==> src/rtl/core/jhsd_pkg.sv <==
package jhsd_pkg;

  localparam logic [2:0] ACT_FEED   = 3'd0;
  localparam logic [2:0] ACT_TABLE  = 3'd1;
  localparam logic [2:0] ACT_DECODE = 3'd2;
  localparam logic [2:0] ACT_BITS   = 3'd3;
  localparam logic [2:0] ACT_CLEAR  = 3'd4;

  localparam logic [3:0] ST_OK       = 4'd0;
  localparam logic [3:0] ST_STARVED  = 4'd1;
  localparam logic [3:0] ST_FULL     = 4'd2;
  localparam logic [3:0] ST_FFFF     = 4'd3;
  localparam logic [3:0] ST_RESTART  = 4'd4;
  localparam logic [3:0] ST_MARKER   = 4'd5;
  localparam logic [3:0] ST_BAD_ID   = 4'd6;
  localparam logic [3:0] ST_INVALID  = 4'd7;
  localparam logic [3:0] ST_OVERFLOW = 4'd8;

  typedef struct packed {
    logic latch;
    logic exec;
    logic dec_init;
    logic dec_shift;
    logic dec_starve;
    logic dec_hit;
    logic dec_advance;
    logic dec_invalid;
    logic sym_done;
  } jhsd_cmd_t;

  typedef struct packed {
    logic is_decode;
    logic starved;
    logic hit;
    logic overflow;
    logic last_len;
  } jhsd_stat_t;

endpackage

==> src/rtl/core/jhsd_ctrl.sv <==
module jhsd_ctrl (
  input  logic                clk,
  input  logic                rst,
  input  logic                start,
  input  jhsd_pkg::jhsd_stat_t stat,
  output jhsd_pkg::jhsd_cmd_t  cmd,
  output logic                busy
);
  import jhsd_pkg::*;

  typedef enum logic [2:0] {S_IDLE, S_EXEC, S_DRD, S_DCMP, S_SYM} state_t;

  state_t state, state_next;

  always_comb begin
    cmd = '0;
    state_next = state;
    case (state)
      S_IDLE: begin
        if (start) begin
          cmd.latch = 1'b1;
          state_next = S_EXEC;
        end
      end
      S_EXEC: begin
        if (stat.is_decode) begin
          cmd.dec_init = 1'b1;
          state_next = S_DRD;
        end else begin
          cmd.exec = 1'b1;
          state_next = S_IDLE;
        end
      end
      S_DRD: begin
        if (stat.starved) begin
          cmd.dec_starve = 1'b1;
          state_next = S_IDLE;
        end else begin
          cmd.dec_shift = 1'b1;
          state_next = S_DCMP;
        end
      end
      S_DCMP: begin
        if (stat.hit) begin
          cmd.dec_hit = 1'b1;
          state_next = stat.overflow ? S_IDLE : S_SYM;
        end else if (stat.last_len) begin
          cmd.dec_invalid = 1'b1;
          state_next = S_IDLE;
        end else begin
          cmd.dec_advance = 1'b1;
          state_next = S_DRD;
        end
      end
      S_SYM: begin
        cmd.sym_done = 1'b1;
        state_next = S_IDLE;
      end
      default: begin
        state_next = S_IDLE;
      end
    endcase
  end

  always_ff @(posedge clk) begin
    if (rst) begin
      state <= S_IDLE;
    end else begin
      state <= state_next;
    end
  end

  assign busy = (state != S_IDLE);

endmodule

==> config.mk <==
export PLATFORM = sky130hd
export DESIGN_NAME = jhsd_ctrl
export DESIGN_NICKNAME = d
export VERILOG_FILES = /design/src/rtl/core/jhsd_pkg.sv /design/src/rtl/core/jhsd_ctrl.sv
export SDC_FILE = /design/constraint.sdc
export NUM_CORES = 1
export LEC_CHECK = 0
export BUFFER_PORTS_ARGS = -buffer_cell sky130_fd_sc_hd__buf_2
export CAP_MARGIN = 20
export CELL_PAD_IN_SITES_DETAIL_PLACEMENT = 0
export CELL_PAD_IN_SITES_GLOBAL_PLACEMENT = 2
export CORE_AREA = 4 4 41 43
export CTS_CLUSTER_DIAMETER = 40
export DETAILED_ROUTE_END_ITERATION = 10
export DIE_AREA = 0 0 45 47
export MAX_ROUTING_LAYER = met4
export PLACE_DENSITY_LB_ADDON = 0.1
export SETUP_SLACK_MARGIN = 0.2
export SLEW_MARGIN = 20
export SYNTH_ARGS = -nofsm -noshare
export SYNTH_HDL_FRONTEND = slang
export SYNTH_SLANG_ARGS = --single-unit
==> constraint.sdc <==
create_clock -name clk -period 2.1 [get_ports clk]
set_input_delay 0 -clock clk [delete_from_list [all_inputs] [get_ports clk]]
set_output_delay 0 -clock clk [all_outputs]
set_load 0.01 [all_outputs]
==> run_results.csv <==
group,metric,value,unit
floorplan,initial_utilization,14.7,%
global_route,grt_pass1_wl,1090,um
pwr,power_density,605,mW/mm^2
finish,layout.nets,55,
floorplan,fp-row-count,13,
finish,instances_no_fill,61,
clock_network,ctsHtreeMaxLevel,1,
finish,largest_register_ffs,3,
clock_network,clock_path_buffers,2,
logic_synthesis,synth.avg_cell_area,7.98,um^2
clock_network,clkTransAtPathRegs,0.04,ns
sta,finalSetupViolations,0,
clock_network,cts_sinks,3,
placed_design,gp_congestion,0.693,
detailed_routing,drtIter0Drc,2,
finish,reg_top3,"state x3",
logic_synthesis,syn-num-nets,32,
sta,final_hold_viol_count,0,
clock_network,cts_tree,"built",
logic_synthesis,synthDistinctLibCells,12,
placed_design,place_hpwl,521,um
sta,relSlewSlack,84.2,%
floorplan,io-pin-count,18,
logic_synthesis,post_synth_inst_count,24,
logic_synthesis,ys_top_cells_by_area,"dfxtp_1 31%, nor3b_1 16%, nand3b_1 12%, and3_2 7.8%, inv_1 7.8%",
logic_synthesis,synth_edf_count,0,
sta,min_period,1.34,ns
logic_synthesis,syn_area,191,um^2
detailed_routing,wl_per_cell,10.6,um
critical_path,reg2reg_setup_slack,0.79,ns
detailed_routing,antenna_left,0,
placed_design,pre_cts_slack,0.814,ns
floorplan,design.die.area,0.00212,mm^2
pwr,ir_drop,0.000320,V
clock_network,clk_latency,0.23,ns
global_route,grt_pass1_vias,254,
clock_network,cts-root-buf,"clkbuf_4",
clock_network,numCtsBuffers,3,
critical_path,required,2.10,ns
logic_synthesis,synth_top_cell_by_area,"dfxtp_1",
sta,fin_crit_sh,63.7,%
critical_path,cp_max_fo,8,
worst_hold_path,hold_class,"input pin to flip-flop",
global_route,grtUsageTotal,7.66,%
finish,top_register,"state",
detailed_routing,num_vias,244,
logic_synthesis,async_reset_ff_share,0,%
sta,finalClockSkew,0.00321,ns
run,cap_violations,0,
detailed_routing,drc,0,
status,status,"completed",
placed_design,port_buffers,17,
logic_synthesis,ys.flop_type,"dfxtp_1",
logic_synthesis,ys_seq_area_share,31.4,%
logic_synthesis,yosysTopAreaCellShare,31.4,%
finish,antennaDiodeCount,0,
clock_network,cts_repair_resize_count,0,
placed_design,placedCellCount,56,
sta,fmax,0.748,GHz
floorplan,core_area,0.00130,mm^2
floorplan,die_w,45,um
global_route,overflow,0,
global_route,antenna_found_initial,0,
placed_design,placed_area,295,um^2
detailed_routing,via_per_inst,4.00,
clock_network,hold_buffers,1,
logic_synthesis,ys_warn_count,0,
sta,drv_slew,0,
critical_path,arrival,1.34,ns
clock_network,postCtsSetupBuffers,0,
global_route,grt_max_degree,9,
logic_synthesis,netlist_top_cells_count,"4 x inv_1, 4 x nor3b_1, 3 x dfxtp_1, 3 x nand3b_1",
critical_path,end_kind,"primary output",
finish,postLayoutCellArea,332,um^2
finish,area_growth,73.2,%
sta,rsz0062_at_grt,"no",
critical_path,path_class,"flip-flop to primary output",
critical_path,cp-start-kind,"flip-flop",
sta,fin_tns_setup,0,ns
pwr,leakage,0.196,nW
detailed_routing,drtPass1Iterations,2,
detailed_routing,drt-total-wl,644,um
sta,worst_pin_slew,0.236,ns
sta,fin_ws,0.763,ns
floorplan,die_h,47,um
logic_synthesis,ys_seq_elements,3,
finish,drive_gt1_share,50.0,%
-- worst paths after layout --
path / startpoint / endpoint / cells after the start
max: state[1] / cmd[2] / 4
min: rst / state[0] / 3
max reg2reg: state[1] / state[1] / 3
min reg2reg: state[2] / state[1] / 1
-- layout make-up --
class	instances	area [um^2]
clock buffers	4	26.3
fillers	162	970
inverters	4	15.0
multi-input cells	17	116
flip-flops and latches	3	60.1
well taps	15	18.8
repair buffers	18	95.1
-- where the power goes --
| part | internal [mW] | switching (mW) |
|---|---|---|
| sequential | 0.0601 | 0.00344 |
| combinational | 0.0189 | 0.0180 |
| clock | 0.0711 | 0.0290 |
-- worst max-delay path: stages, from the launching register on --
cell and delay [ns]:
dfxtp_1 0.44, nand3b_1 0.13, or3_1 0.35, inv_1 0.06
buf_2 0.12
-- placed cells by master (no fill, tap or decap), drive strengths merged, types with 2 or more instances in the layout --
cell     n
nor3b    4
or3      2
dfxtp    3
buf     17
clkbuf   4
inv      4
nand3b   3
and3     2
nor2     2
-- cells by family (layout without fill, tap and decap cells) --
family / count (synthesis) / in the layout / synth area share (%)
AND/OR/NAND/NOR: 14 / 14 / 49.7
buffers and inverters: 4 / 26 / 7.84
flip-flops: 3 / 3 / 31.4
AO/OA/AOI/OAI: 3 / 3 / 11.1
-- stage by stage --
| step | hold WS, ns | power (mW) | utilization [%] |
|---|---|---|---|
| 6_report | 0.0847 | 0.201 | 25.5 |
| 5_1_grt | 0.115 | 0.221 | 25.5 |
| 4_1_cts | 0.0800 | 0.206 | 25.5 |
| 3_5_place_dp | 0.173 | 0.100 | 22.7 |
| 3_3_place_gp | 0.162 | 0.100 | 22.7 |
| 2_1_floorplan | 0.0495 | 0.0828 | - |
-- layer usage --
| layer | part of all wire [%] | up-vias | track usage, % |
|---|---|---|---|
| met5 | 0 | - | - |
| met1 | 45 | 103 | 8.84 |
| li1 | - | 129 | - |
| met4 | 0 | 0 | 1.75 |
| met3 | 10 | 0 | 5.75 |
| met2 | 45 | 12 | 10.5 |
Power figures use the tool's default switching activity.
